File: src/rtl/core/assert_macros.svh
// ----------------------------------------------------------------------------
// Assertion macros
// Clocked concurrent assertion helpers with an asynchronous active-low reset.
// ----------------------------------------------------------------------------
`ifndef ASSERT_MACROS_SVH
`define ASSERT_MACROS_SVH

`ifndef NO_ASSERTIONS

// prop must hold at every clock edge out of reset
`define ASSERT_CLK(label, clk_s, rst_n_s, prop, msg) \
	label: assert property (@(posedge clk_s) disable iff (!rst_n_s) (prop)) else $error(msg);

// whenever trig holds, cons must hold in the next cycle
`define ASSERT_NEXT(label, clk_s, rst_n_s, trig, cons, msg) \
	label: assert property (@(posedge clk_s) disable iff (!rst_n_s) (trig) |=> (cons)) \
		else $error(msg);

`else

`define ASSERT_CLK(label, clk_s, rst_n_s, prop, msg)
`define ASSERT_NEXT(label, clk_s, rst_n_s, trig, cons, msg)

`endif

`endif

File: src/rtl/core/sge_pkg.sv
// ----------------------------------------------------------------------------
// Glyph emitter package
// Screen size, register indexes, sequencer states and the glyph column ROM.
// ----------------------------------------------------------------------------
`default_nettype none

package sge_pkg;

	localparam int SCREEN_WIDTH  = 240;
	localparam int SCREEN_HEIGHT = 240;

	localparam int GLYPH_COLS  = 5;
	localparam int GLYPH_ROWS  = 8;
	localparam int GLYPH_COUNT = 12;

	localparam int CFG_IDX_W = 2;
	localparam int CFG_DATA_W = 16;

	typedef enum logic [CFG_IDX_W-1:0] {
		CFG_FG_COLOR    = 2'd0,
		CFG_BG_COLOR    = 2'd1,
		CFG_GLYPH_SCALE = 2'd2
	} cfg_reg_t;

	typedef enum logic [1:0] {
		ST_IDLE,
		ST_RUN,
		ST_FLUSH
	} sge_state_t;

	typedef struct packed {
		logic [7:0]  win_x0;
		logic [7:0]  win_y0;
		logic [7:0]  win_x1;
		logic [7:0]  win_y1;
		logic [15:0] pixel_color;
		logic        last;
	} win_t;

	// one glyph per entry, column 0 in the low byte, row 0 in bit 0 of a column
	localparam logic [39:0] GLYPH_ROM [GLYPH_COUNT] = '{
		40'h00_00_00_00_00,  // space
		40'h3E_45_49_51_3E,  // 0
		40'h00_40_7F_42_00,  // 1
		40'h46_49_51_61_42,  // 2
		40'h31_4B_45_41_21,  // 3
		40'h10_7F_12_14_18,  // 4
		40'h39_45_45_45_27,  // 5
		40'h30_49_49_4A_3C,  // 6
		40'h03_05_09_71_01,  // 7
		40'h36_49_49_49_36,  // 8
		40'h1E_29_49_49_06,  // 9
		40'h00_00_36_36_00   // colon
	};

	function automatic logic [7:0] glyph_column(input logic [3:0] sel, input logic [2:0] col);
		logic [39:0] g;
		g = (sel < 4'(GLYPH_COUNT)) ? GLYPH_ROM[sel] : 40'h0;
		return (col < 3'(GLYPH_COLS)) ? g[{col, 3'b000} +: 8] : 8'h00;
	endfunction

endpackage

`default_nettype wire

File: src/rtl/core/sge_req_if.sv
// ----------------------------------------------------------------------------
// Character request channel
// Valid/ready channel carrying a character code and a signed glyph origin.
// ----------------------------------------------------------------------------
`default_nettype none

interface sge_req_if;
	logic               valid;
	logic               ready;
	logic [7:0]         char_code;
	logic signed [15:0] origin_x;
	logic signed [15:0] origin_y;

	modport source (output valid, output char_code, output origin_x, output origin_y,
		input ready);
	modport sink (input valid, input char_code, input origin_x, input origin_y,
		output ready);
endinterface

`default_nettype wire

File: src/rtl/core/sge_win_if.sv
// ----------------------------------------------------------------------------
// Window result channel
// Valid/ready channel carrying one clipped rectangle and its fill color.
// ----------------------------------------------------------------------------
`default_nettype none

interface sge_win_if;
	logic        valid;
	logic        ready;
	logic [7:0]  win_x0;
	logic [7:0]  win_y0;
	logic [7:0]  win_x1;
	logic [7:0]  win_y1;
	logic [15:0] pixel_color;
	logic        last;

	modport source (output valid, output win_x0, output win_y0, output win_x1,
		output win_y1, output pixel_color, output last, input ready);
	modport sink (input valid, input win_x0, input win_y0, input win_x1,
		input win_y1, input pixel_color, input last, output ready);
endinterface

`default_nettype wire

File: src/rtl/core/scaled_glyph_rect_emitter.sv
// The sequencer visits one glyph dot per cycle unless stalled, and takes no new
// character until it is idle again after the flush. A stalled output holds the
// dot walk only when a second window is found behind it.
// Unsupported codes are dropped in the accept cycle.
// Reset (arst_n low): colors 0xFFFF/0x0000, scale 1, sequencer idle, no window.
// ----------------------------------------------------------------------------
// Scaled glyph rectangle emitter
// Expands a character into per-dot clipped windows, one dot per cycle unless stalled.
// ----------------------------------------------------------------------------
`default_nettype none

`include "assert_macros.svh"

module scaled_glyph_rect_emitter (
	input  wire logic                            clk,
	input  wire logic                            arst_n,
	input  wire logic                            cfg_we,
	input  wire logic [sge_pkg::CFG_IDX_W-1:0]   cfg_index,
	input  wire logic [sge_pkg::CFG_DATA_W-1:0]  cfg_wdata,
	sge_req_if.sink                              req,
	sge_win_if.source                            rsp
);
	import sge_pkg::*;

	typedef struct packed {
		logic       ok;
		logic [7:0] lo;
		logic [7:0] hi;
	} axis_t;

	// one axis of the clip: [max(p,0), min(p+s,lim)-1], empty or offscreen drops
	function automatic axis_t clip_axis(input logic [15:0] p, input logic [7:0] s,
		input logic signed [17:0] lim);
		logic signed [17:0] pe;
		logic signed [17:0] e;
		logic signed [17:0] lo;
		logic signed [17:0] hi;
		axis_t r;
		pe = {{2{p[15]}}, p};
		e  = pe + $signed({10'b0, s});
		if (e > lim) e = lim;
		lo = (pe < 0) ? 18'sd0 : pe;
		hi = e - 18'sd1;
		r.ok = (pe < lim) && (e > lo);
		r.lo = lo[7:0];
		r.hi = hi[7:0];
		return r;
	endfunction

	localparam logic signed [17:0] SCR_W = 18'(SCREEN_WIDTH);
	localparam logic signed [17:0] SCR_H = 18'(SCREEN_HEIGHT);

	sge_state_t  state_q, state_nx;

	logic [15:0] fg_q, bg_q;
	logic [7:0]  scale_q;

	logic [3:0]  sel_q;
	logic [2:0]  col_q;
	logic [2:0]  row_q;
	logic [15:0] px_q, py_q, oy_q;

	win_t        pend_q, out_q;
	logic        pend_valid_q, out_valid_q;

	logic        code_ok;
	logic [3:0]  code_sel;
	logic [7:0]  col_bits;
	logic        dot_set, draw;
	logic [15:0] color;
	axis_t       cx, cy;
	logic        hit, out_busy, stall, step, last_dot, flush_push, accept;
	win_t        new_win;

	always_comb begin
		code_ok  = 1'b1;
		code_sel = 4'd0;
		case (req.char_code) inside
			8'h20:          code_sel = 4'd0;
			[8'h30:8'h39]:  code_sel = 4'(req.char_code - 8'h2F);
			8'h3A:          code_sel = 4'd11;
			default:        code_ok  = 1'b0;
		endcase
	end

	// per-dot evaluation
	always_comb begin
		col_bits = glyph_column(sel_q, col_q);
		dot_set  = col_bits[row_q];
		draw     = dot_set || (bg_q != fg_q);
		color    = dot_set ? fg_q : bg_q;
		cx       = clip_axis(px_q, scale_q, SCR_W);
		cy       = clip_axis(py_q, scale_q, SCR_H);
		new_win  = '{win_x0: cx.lo, win_y0: cy.lo, win_x1: cx.hi, win_y1: cy.hi,
			pixel_color: color, last: 1'b0};
	end

	// handshake and sequencer outputs
	always_comb begin
		req.ready  = (state_q == ST_IDLE);
		accept     = req.valid && req.ready;
		out_busy   = out_valid_q && !rsp.ready;
		hit        = (state_q == ST_RUN) && draw && cx.ok && cy.ok;
		stall      = hit && pend_valid_q && out_busy;
		step       = (state_q == ST_RUN) && !stall;
		last_dot   = (col_q == 3'(GLYPH_COLS - 1)) && (row_q == 3'(GLYPH_ROWS - 1));
		flush_push = (state_q == ST_FLUSH) && pend_valid_q && !out_busy;
	end

	always_comb begin
		state_nx = state_q;
		case (state_q)
			ST_IDLE:  if (accept && code_ok) state_nx = ST_RUN;
			ST_RUN:   if (step && last_dot) state_nx = ST_FLUSH;
			ST_FLUSH: if (!pend_valid_q || !out_busy) state_nx = ST_IDLE;
			default:  state_nx = ST_IDLE;
		endcase
	end

	always_ff @(posedge clk or negedge arst_n) begin
		if (!arst_n) begin
			state_q      <= ST_IDLE;
			fg_q         <= 16'hFFFF;
			bg_q         <= 16'h0000;
			scale_q      <= 8'd1;
			pend_valid_q <= 1'b0;
			out_valid_q  <= 1'b0;
		end else begin
			state_q <= state_nx;

			if (cfg_we) begin
				case (cfg_index)
					CFG_FG_COLOR:    fg_q    <= cfg_wdata;
					CFG_BG_COLOR:    bg_q    <= cfg_wdata;
					CFG_GLYPH_SCALE: scale_q <= cfg_wdata[7:0];
					default:         ;
				endcase
			end

			// a new window pushes the held one out; the held one is last at flush
			if (hit && pend_valid_q && !out_busy) begin
				out_valid_q <= 1'b1;
			end else if (flush_push) begin
				out_valid_q <= 1'b1;
			end else if (rsp.ready) begin
				out_valid_q <= 1'b0;
			end

			if (step && hit) begin
				pend_valid_q <= 1'b1;
			end else if (flush_push) begin
				pend_valid_q <= 1'b0;
			end
		end
	end

	// datapath, no reset needed
	always_ff @(posedge clk) begin
		if (hit && pend_valid_q && !out_busy) begin
			out_q <= pend_q;
		end else if (flush_push) begin
			// last is the low bit of the window
			out_q <= {pend_q[$bits(win_t)-1:1], 1'b1};
		end

		if (step && hit) pend_q <= new_win;

		if (accept) begin
			sel_q <= code_sel;
			col_q <= 3'd0;
			row_q <= 3'd0;
			px_q  <= req.origin_x;
			py_q  <= req.origin_y;
			oy_q  <= req.origin_y;
		end else if (step) begin
			if (row_q == 3'(GLYPH_ROWS - 1)) begin
				row_q <= 3'd0;
				col_q <= col_q + 3'd1;
				py_q  <= oy_q;
				px_q  <= px_q + {8'b0, scale_q};
			end else begin
				row_q <= row_q + 3'd1;
				py_q  <= py_q + {8'b0, scale_q};
			end
		end
	end

	assign rsp.valid       = out_valid_q;
	assign rsp.win_x0      = out_q.win_x0;
	assign rsp.win_y0      = out_q.win_y0;
	assign rsp.win_x1      = out_q.win_x1;
	assign rsp.win_y1      = out_q.win_y1;
	assign rsp.pixel_color = out_q.pixel_color;
	assign rsp.last        = out_q.last;

	`ASSERT_CLK(a_idle_no_pend, clk, arst_n, (state_q != ST_IDLE) || !pend_valid_q, "window left held while idle")
	`ASSERT_CLK(a_col_range, clk, arst_n, (state_q != ST_RUN) || (col_q < 3'(GLYPH_COLS)), "dot column past glyph")
	`ASSERT_NEXT(a_flush_last, clk, arst_n, flush_push, rsp.valid && rsp.last, "flushed window not marked last")
	`ASSERT_CLK(a_win_order, clk, arst_n, !rsp.valid || ((rsp.win_x0 <= rsp.win_x1) && (rsp.win_y0 <= rsp.win_y1)), "window corners out of order")

endmodule

`default_nettype wire
File: src/flat_wrapper.sv
// flat-port wrapper written by rule: the top's interface ports become plain ports
module scaled_glyph_rect_emitter_flat import sge_pkg::*;
  (clk, arst_n, cfg_we, cfg_index, cfg_wdata, req_valid, req_char_code, req_origin_x, req_origin_y, req_ready, rsp_valid, rsp_win_x0, rsp_win_y0, rsp_win_x1, rsp_win_y1, rsp_pixel_color, rsp_last, rsp_ready);
  sge_req_if req_i ();
  sge_win_if rsp_i ();
  input  wire logic clk;
  input  wire logic arst_n;
  input  wire logic cfg_we;
  input  wire logic [sge_pkg::CFG_IDX_W-1:0] cfg_index;
  input  wire logic [sge_pkg::CFG_DATA_W-1:0] cfg_wdata;
  input wire logic [$bits(req_i.valid)-1:0] req_valid;
  input wire logic [$bits(req_i.char_code)-1:0] req_char_code;
  input wire logic [$bits(req_i.origin_x)-1:0] req_origin_x;
  input wire logic [$bits(req_i.origin_y)-1:0] req_origin_y;
  output wire logic [$bits(req_i.ready)-1:0] req_ready;
  output wire logic [$bits(rsp_i.valid)-1:0] rsp_valid;
  output wire logic [$bits(rsp_i.win_x0)-1:0] rsp_win_x0;
  output wire logic [$bits(rsp_i.win_y0)-1:0] rsp_win_y0;
  output wire logic [$bits(rsp_i.win_x1)-1:0] rsp_win_x1;
  output wire logic [$bits(rsp_i.win_y1)-1:0] rsp_win_y1;
  output wire logic [$bits(rsp_i.pixel_color)-1:0] rsp_pixel_color;
  output wire logic [$bits(rsp_i.last)-1:0] rsp_last;
  input wire logic [$bits(rsp_i.ready)-1:0] rsp_ready;
  assign req_i.valid = req_valid;
  assign req_i.char_code = req_char_code;
  assign req_i.origin_x = req_origin_x;
  assign req_i.origin_y = req_origin_y;
  assign req_ready = req_i.ready;
  assign rsp_valid = rsp_i.valid;
  assign rsp_win_x0 = rsp_i.win_x0;
  assign rsp_win_y0 = rsp_i.win_y0;
  assign rsp_win_x1 = rsp_i.win_x1;
  assign rsp_win_y1 = rsp_i.win_y1;
  assign rsp_pixel_color = rsp_i.pixel_color;
  assign rsp_last = rsp_i.last;
  assign rsp_i.ready = rsp_ready;
  scaled_glyph_rect_emitter u_core (.clk(clk), .arst_n(arst_n), .cfg_we(cfg_we), .cfg_index(cfg_index), .cfg_wdata(cfg_wdata), .req(req_i), .rsp(rsp_i));
endmodule
File: config.mk
export PLATFORM = sky130hd
export DESIGN_NAME = scaled_glyph_rect_emitter_flat
export DESIGN_NICKNAME = d
export VERILOG_FILES = /design/src/rtl/core/sge_pkg.sv /design/src/rtl/core/sge_req_if.sv /design/src/rtl/core/sge_win_if.sv /design/src/rtl/core/scaled_glyph_rect_emitter.sv /design/src/flat_wrapper.sv
export VERILOG_INCLUDE_DIRS = /design/src /design/src/rtl/core
export SDC_FILE = /design/constraint.sdc
export NUM_CORES = 1
export LEC_CHECK = 0
export ABC_CLOCK_PERIOD_IN_PS = 8000
export BUFFER_PORTS_ARGS = -buffer_cell sky130_fd_sc_hd__buf_4
export CORE_MARGIN = 5
export CORE_UTILIZATION = 36
export DETAILED_ROUTE_END_ITERATION = 6
export PLACE_DENSITY = 0.67
export SYNTH_ARGS = -nofsm -noshare
export SYNTH_HDL_FRONTEND = slang
export SYNTH_SLANG_ARGS = --single-unit
export TNS_END_PERCENT = 50
File: constraint.sdc
create_clock -name clk -period 8 [get_ports clk]
set_input_delay 1.2 -clock clk [delete_from_list [all_inputs] [get_ports clk]]
set_output_delay 1.2 -clock clk [all_outputs]
set_load 0.03 [all_outputs]
# Yosys cells after proc, flatten, opt, wreduce, memory -nomap -nowiden

Memory sizes are Yosys's and may differ from the RTL's.
Cells that the tools add are included.

Bits in registers: 199
Bits in read-only memories: 640
Input bits: 63
Output and inout bits: 51
Word-level logic and storage cells: 132
Memories kept: 1

Add/sub/neg operators: 9
Order comparisons: 14
Equality and inequality tests: 12
Shift-type cells: 1
Multiplexer cells: 34
Bitwise gates (word level): 1
Reduce and logical (&&, ||, !) cells: 37

Memories:

| memory          | words | bits a word | read ports | clocked after Yosys merged registers in | wr ports | line          | RTL |
|---|---|---|---|---|---|---|---|
| (no name shown) | 16    | 40          | 1          | 0                                       | 0        | sge_pkg.sv:58 | `g = (sel < 4'(GLYPH_COUNT)) ? GLYPH_ROM[sel] : 40'h0;` |

Operators with widths:

| operator                                             | number |
|---|---|
| 2-to-1 mux 40 bit                                    | 3 |
| 2-to-1 mux 16 bit                                    | 7 |
| 2-to-1 mux 49 bit                                    | 2 |
| 2-to-1 mux 18 bit                                    | 4 |
| indexed part select 40 x 7 -> 8 bit                  | 1 |
| > comparator 18 bit                                  | 2 |
| > comparator 18 x 9 -> 1 bit (second input constant) | 2 |
| adder 16 x 9 -> 17 bit                               | 2 |
| adder 16 x 8 -> 16 bit                               | 2 |
| < comparator 16 x 1 -> 1 bit (second input constant) | 2 |
| < comparator 16 x 9 -> 1 bit (second input constant) | 2 |
| logical AND 1 bit                                    | 18 |
| == test 8 x 6 -> 1 bit (second input constant)       | 2 |
| inequality test 16 bit                               | 1 |
| subtractor 8 x 2 -> 8 bit (second input constant)    | 2 |
| AND reduction 2 bit                                  | 5 |
| 2-to-1 mux 1 bit                                     | 9 |
| >= comparator 8 x 6 -> 1 bit (second input constant) | 1 |
| <= comparator 8 x 6 -> 1 bit (second input constant) | 1 |
| 2-to-1 mux 4 bit                                     | 2 |
| 2-to-1 mux 8 bit                                     | 1 |
| nonzero test 2 bit                                   | 4 |
| adder 3 x 1 -> 3 bit (second input constant)         | 2 |
| == test 3 bit (second input constant)                | 2 |
| other kinds (19)                                     | 29 |

# Logic depth before layout (Yosys ltp)

Word-level depth: 20
Gate-level depth with buffers: 27
Mapped depth without buffers: 25

# Worst setup path before layout

Ideal clock, no wire load.

Path type: reg-to-reg
Start point: register u_core.scale_q[0]
End point: register u_core.pend_q[10] in the netlist's numbering (enable)
Library setup time: 0.523 ns
Arrival: 7.951 ns
Data required time: 7.477 ns
Setup slack: -0.474 ns
Cell stages (with the launch flop): 24
Path buffers: 1
Clock period less this slack: 8.474 ns
Cells stage by stage: dfstp_2 > ha_1 > fa_1 > a21oi_1 > o21ai_0 > a21oi_1 > a21oi_1 > nand2_1 > nor2_1 > mux2i_1 > nor2_1 > nand3_1 > ha_1 > clkbuf_1 > nor2_1 > ha_1 > nand4_1 > nor4_1 > nand4_1 > nor4_1 > o2bb2ai_1 > nand2_1 > and4b_1 > nor3b_1

Cells in the longest elaborated chain, start to end: 12
Elaborated cells on any way between the ends: 17
Those cells by class: add/sub: 2; order compare: 4; mux: 2; reduce/logical: 9

RTL lines:

| what                            | line                             | RTL |
|---|---|---|
| start, declared                 | scaled_glyph_rect_emitter.sv:56  | `logic [7:0] scale_q;` |
| start signal, assigned          | scaled_glyph_rect_emitter.sv:135 | `CFG_GLYPH_SCALE: scale_q <= cfg_wdata[7:0];` |
| adder 16 x 9 -> 17 bit          | scaled_glyph_rect_emitter.sv:40  | `e = pe + $signed({10'b0, s});` |
| > comparator 18 x 9 -> 1 bit    | scaled_glyph_rect_emitter.sv:41  | `if (e > lim) e = lim;` |
| 2-to-1 mux 18 bit               | scaled_glyph_rect_emitter.sv:41  |  |
| > comparator 18 bit             | scaled_glyph_rect_emitter.sv:44  | `r.ok = (pe < lim) && (e > lo);` |
| logical AND 1 bit               | scaled_glyph_rect_emitter.sv:44  |  |
| logical AND 1 bit               | scaled_glyph_rect_emitter.sv:103 | `hit = (state_q == ST_RUN) && draw && cx.ok && cy.ok;` |
| logical AND 1 bit (*)           | scaled_glyph_rect_emitter.sv:103 |  |
| logical AND 1 bit (2 in series) | scaled_glyph_rect_emitter.sv:104 | `stall = hit && pend_valid_q && out_busy;` |
| zero test 1 bit                 | scaled_glyph_rect_emitter.sv:105 | `step = (state_q == ST_RUN) && !stall;` |
| logical AND 1 bit               | scaled_glyph_rect_emitter.sv:105 |  |
| logical AND 1 bit (*)           | scaled_glyph_rect_emitter.sv:166 | `if (step && hit) pend_q <= new_win;` |
| end signal, assigned            | scaled_glyph_rect_emitter.sv:166 |  |
| end, declared                   | scaled_glyph_rect_emitter.sv:63  | `win_t pend_q, out_q;` |

Every way passes the cells marked *; elsewhere a longest branch is shown, timed or not.
A chain may end at the register's enable or synchronous reset.

# Final worst setup path

Start point: register u_core.scale_q[0]
End point: register u_core.out_q (netlist bit u_core.rsp.win_y1[6]) (enable)

Cells in the longest elaborated chain, start to end: 10
Elaborated cells on any way between the ends: 15
Those cells by class: add/sub: 2; order compare: 4; mux: 2; reduce/logical: 7

RTL lines:

| what                                    | line                             | RTL |
|---|---|---|
| adder 16 x 9 -> 17 bit                  | scaled_glyph_rect_emitter.sv:40  |  |
| > comparator 18 x 9 -> 1 bit            | scaled_glyph_rect_emitter.sv:41  |  |
| 2-to-1 mux 18 bit                       | scaled_glyph_rect_emitter.sv:41  |  |
| > comparator 18 bit                     | scaled_glyph_rect_emitter.sv:44  |  |
| logical AND 1 bit                       | scaled_glyph_rect_emitter.sv:44  |  |
| logical AND 1 bit                       | scaled_glyph_rect_emitter.sv:103 |  |
| logical AND 1 bit (*)                   | scaled_glyph_rect_emitter.sv:103 |  |
| logical AND 1 bit (*) (2 in series)     | scaled_glyph_rect_emitter.sv:159 | `if (hit && pend_valid_q && !out_busy) begin` |
| nonzero test 2 bit (no source line) (*) | n/a                              |  |
| end signal, assigned                    | scaled_glyph_rect_emitter.sv:160 | `out_q <= pend_q;` |
| end signal, assigned                    | scaled_glyph_rect_emitter.sv:163 | `out_q <= {pend_q[$bits(win_t)-1:1], 1'b1};` |
| end, declared                           | scaled_glyph_rect_emitter.sv:63  |  |

Marks and branches as above.

==> summary.md <==
| Metric | Value |
|---|---|
| Status | finished, violations left |
| Failing checks | design-rule violations |
| Hold buffers post-CTS | 0 |
| Period utilization | 0.838 |
| Nature of the critical path startpoint | flop |
| Area of the multi-input gates | about 0.005 sq mm |
| Commonest non-fill, non-tap cells in the layout | edfxtp_1 (149), buf_4 (118), nand2_1 (102) |
| Clock latency on the worst-skew pair | approximately 0.45 ns |
| Critical Path Fanout Max | 29 |
| Post-synthesis sequential area ratio | 0.519 |
| Worst min path class | flop to flop |
| Die Ht | around 180 um |
| Cell Area, Synth | roughly 0.011 sq mm |
| Clock power frac | 0.201 |
| Port Buffers | about 110 |
| Compound-gate portion of the synthesized area | 0.102 |
| Worst-Margin Slew | about 1.1 ns |
| Sequential power share | 0.367 |
| Clock transition at path regs | 0.08 ns |
| CP Class | flop to flop |
| Die Width | between 150 and 200 um |
| Combinational share of power | 0.432 |
| Final Hold Vio Count | 0 |
| Yosys reg bits | between 150 and 200 |
| Hold Slack | ~0.42 ns |
| Post-synthesis simple-gate area fraction | 0.152 |
| Initial antenna violation count | 0 |
| Die ar. | 0.0342 sq mm |
| Largest family of logic cells by synthesized area | simple AND/OR/NAND/NOR gates |
| Final RePlAce weighted congestion | around 0.93 |
| CP Cell Sequence | ha_1 -> fa_1 -> a21oi_1 -> o21ai_0 -> a21oi_1 -> a21oi_1 -> nand2_1 -> nor2_1 -> mux2i_1 -> nor2_1 -> nand3_1 -> ha_1 -> nor2_1 -> ha_1 -> nand4_1 -> nor4_1 -> nand4_1 -> nor4_1 -> o2bb2ai_1 -> nand2_1 -> and4b_1 -> nand2b_1 -> and3_2 -> buf_4 |
| Fillers | a little under 3k |
| Metal3 WL | ~1.3 mm |
| Maximum vdd drop | 225 uV |
| I/O Pins | about 110 |
| Critical path's top delay family | simple AND/OR/NAND/NOR gates |
| Slowest CP cell | and3_2 |
| Adder-Cell Fraction of Synth Area | 0.0808 |
| WP buf/inv | 1 |
| DRT antenna net count | 0 |
| Post-CTS sizing | 0 |
| Share of layout cells above drive strength 1 | 0.218 |
| Max Clock Freq | ~150 MHz |
| Vias in the first global route | 7823 |
| Net Count, Synth | between 1k and 1.5k |
| Most frequently used flop master after synthesis | edfxtp_1 |
| Routed WL | around 26 mm |
| Root buf cell | clkbuf_16 |
| Global-route wire length before repair | ~41 mm |
| Sequential Area | around 0.0057 sq mm |
| Setup TNS | 0 ns |
| # diodes | 0 |
| RSZ-0062 raised after global routing | no |
| Leakage Power | around 5.0 nW |
| DPL Wire Length | approximately 19 mm |
| Max_slew headroom | 0.271 |
| Synth Warn # | 0 |
| Met2 routed WL | ~13 mm |
| First-pass DRT Iterations | 7 |
| Gate Count Post-Synth | just under 1k |
| GRT Total Usage | 0.152 |
| Internal power | 0.00258 W |
| CP required | approximately 8.1 ns |
| CTS tree | yes |
| Setup bufs post-CTS | 0 |
| Min Tclk post-route | roughly 6.7 ns |
| Power density over the cells | around 330 mW/mm^2 |
| Setup ws final | roughly 1.3 ns |
| CTS sink cnt | about 200 |
| GR Overflow Total | 0 |
| Max Clock Skew | approximately 0.014 ns |
| Syn avg cell area | ~11 sq um |
| CTS Buf Count | 17 |
| DR DRC count | 4 |
| H-Tree Depth | 4 |
| WL met1 | 11.7 mm |
| Final setup fails | 0 |
| Proportion of synthesized area in mux cells | 0.0695 |
| Largest net degree at the start of global routing | 48 |
| Initial core utilization | 0.362 |
| EDFF count, synth | 149 |
| Routed via count | just under 8k |
| Number of max-cap violations | 0 |
| CP Capture Type | flop |
| Count of different cell masters after synthesis | 76 |
| Switch Pwr | roughly 0.0017 W |
| DR iter-0 viols | 643 |
| Post-route cell area | 0.0128 sq mm |
| Commonest non-fill, non-tap cell in the layout | edfxtp_1 |
| Synth Area in XOR/XNOR | 0.0461 |
| # rows | 64 |
| Arrival time of the worst setup path | between 6 and 7 ns |
| P&R area growth vs syn | 16.5% |
| Max layer used | met4 |
| Routed vias/inst | 5.29 |
| Final nets | 1225 |
| Final Slew Violations | 0 |
| Core area | a little over 0.03 sq mm |
| CTS max path bufs | 2 |
| Sw frac | 0.397 |
| Routed WL per cell | about 17 um |
| Post-Place Cell Area | roughly 0.012 sq mm |
| FFs w/ async S/R, synth | 0.221 |
| Worst path max stage delay | about 0.7 ns |
| Placement Setup Slack | roughly 1.4 ns |
## layer usage
layer  vias to the layer above  track usage
li1                       3829            -
met1                      3847        0.204
met2                       229        0.256
met3                        41       0.0265
met4                         0       0.0408
met5                         -            0
## cells in the mapped netlist, types with 15 or more instances
| library cell | instances | share of area |
|---|---|---|
| edfxtp_1 | 149 | 0.41 |
| nand2_1 | 102 | 0.035 |
| nor2_1 | 77 | 0.026 |
| ha_1 | 68 | 0.077 |
| mux2_2 | 56 | 0.057 |
| a21oi_1 | 52 | 0.024 |
| inv_1 | 42 | 0.014 |
| xnor2_1 | 41 | 0.033 |
| o21ai_0 | 39 | 0.018 |
| nand3_1 | 32 | 0.015 |
| dfrtp_1 | 27 | 0.061 |
| nand2b_1 | 27 | 0.015 |
| clkbuf_1 | 23 | 0.0078 |
| nand4_1 | 19 | 0.011 |
| dfstp_2 | 17 | 0.041 |
| xor2_1 | 17 | 0.014 |
| nor2b_1 | 15 | 0.0085 |
## power by group through the flow
stage / Sequential, W / Clock, W / Combinational (W)
2_1_floorplan: 0.00151 / 0 / 0.00142
3_3_place_gp: 0.00158 / 0 / 0.00179
3_5_place_dp: 0.00159 / 0 / 0.00183
4_1_cts: 0.00157 / 0.000879 / 0.00184
5_1_grt: 0.00159 / 0.000915 / 0.00206
6_report: 0.00157 / 0.000862 / 0.00185
## sequential cells by signal (all words and copies together), names as in the netlist, 2 cells and up
register                flops
u_core.row_q                3
u_core.rsp.win_y0           8
u_core.sel_q                4
u_core.rsp.win_x0           8
u_core.pend_q              48
u_core.rsp.win_y1           8
u_core.bg_q                16
u_core.state_q              2
u_core.rsp.pixel_color     16
u_core.scale_q              8
u_core.col_q                3
u_core.py_q                16
u_core.px_q                16
u_core.rsp.win_x1           8
u_core.fg_q                16
u_core.oy_q                16
## metrics by stage
stage,instances,util,total power (W)
2_1_floorplan,993,-,0.00292
3_3_place_gp,1469,0.403,0.00338
3_5_place_dp,1469,0.403,0.00342
4_1_cts,1501,0.422,0.00429
5_1_grt,1501,0.422,0.00457
6_report,1501,0.422,0.00429
## cell type report
| class | instances | area share |
|---|---|---|
| inverter | 46 | 0.0134 |
| tap | 396 | 0.0386 |
| clock inverter | 12 | 0.0101 |
| multi-input combinational | 710 | 0.388 |
| clock buffer | 20 | 0.0357 |
| sequential | 199 | 0.445 |
| timing repair buffer | 118 | 0.0690 |
## path summary, 6_finish.rpt
check | start | endpoint | slack [ns] | cells after the start
max in group asynchronous | arst_n | u_core.pend_valid_q | 6.84 | 1
setup / recovery | u_core.scale_q[0] | u_core.rsp.win_y1[6] | 1.30 | 24
min in group asynchronous | arst_n | u_core.bg_q[13] | 0.74 | 1
setup reg to reg | u_core.scale_q[0] | u_core.rsp.win_y1[6] | 1.30 | 24
hold reg to reg | u_core.pend_q[7] | u_core.rsp.pixel_color[6] | 0.42 | 0
hold / removal | u_core.pend_q[7] | u_core.rsp.pixel_color[6] | 0.42 | 0
## cells by family (layout without fill, tap and decap cells)
family / count (synthesis) / count (layout)
muxes: 69 / 69
xor gates and xnor gates: 58 / 58
DFF: 199 / 199
and+or+nand+nor: 341 / 341
AOI/OAI and AO/OA: 172 / 172
adders and majority gates: 70 / 70
buffers and inverters: 84 / 196
Note: power is estimated with default switching activity, not from simulation.
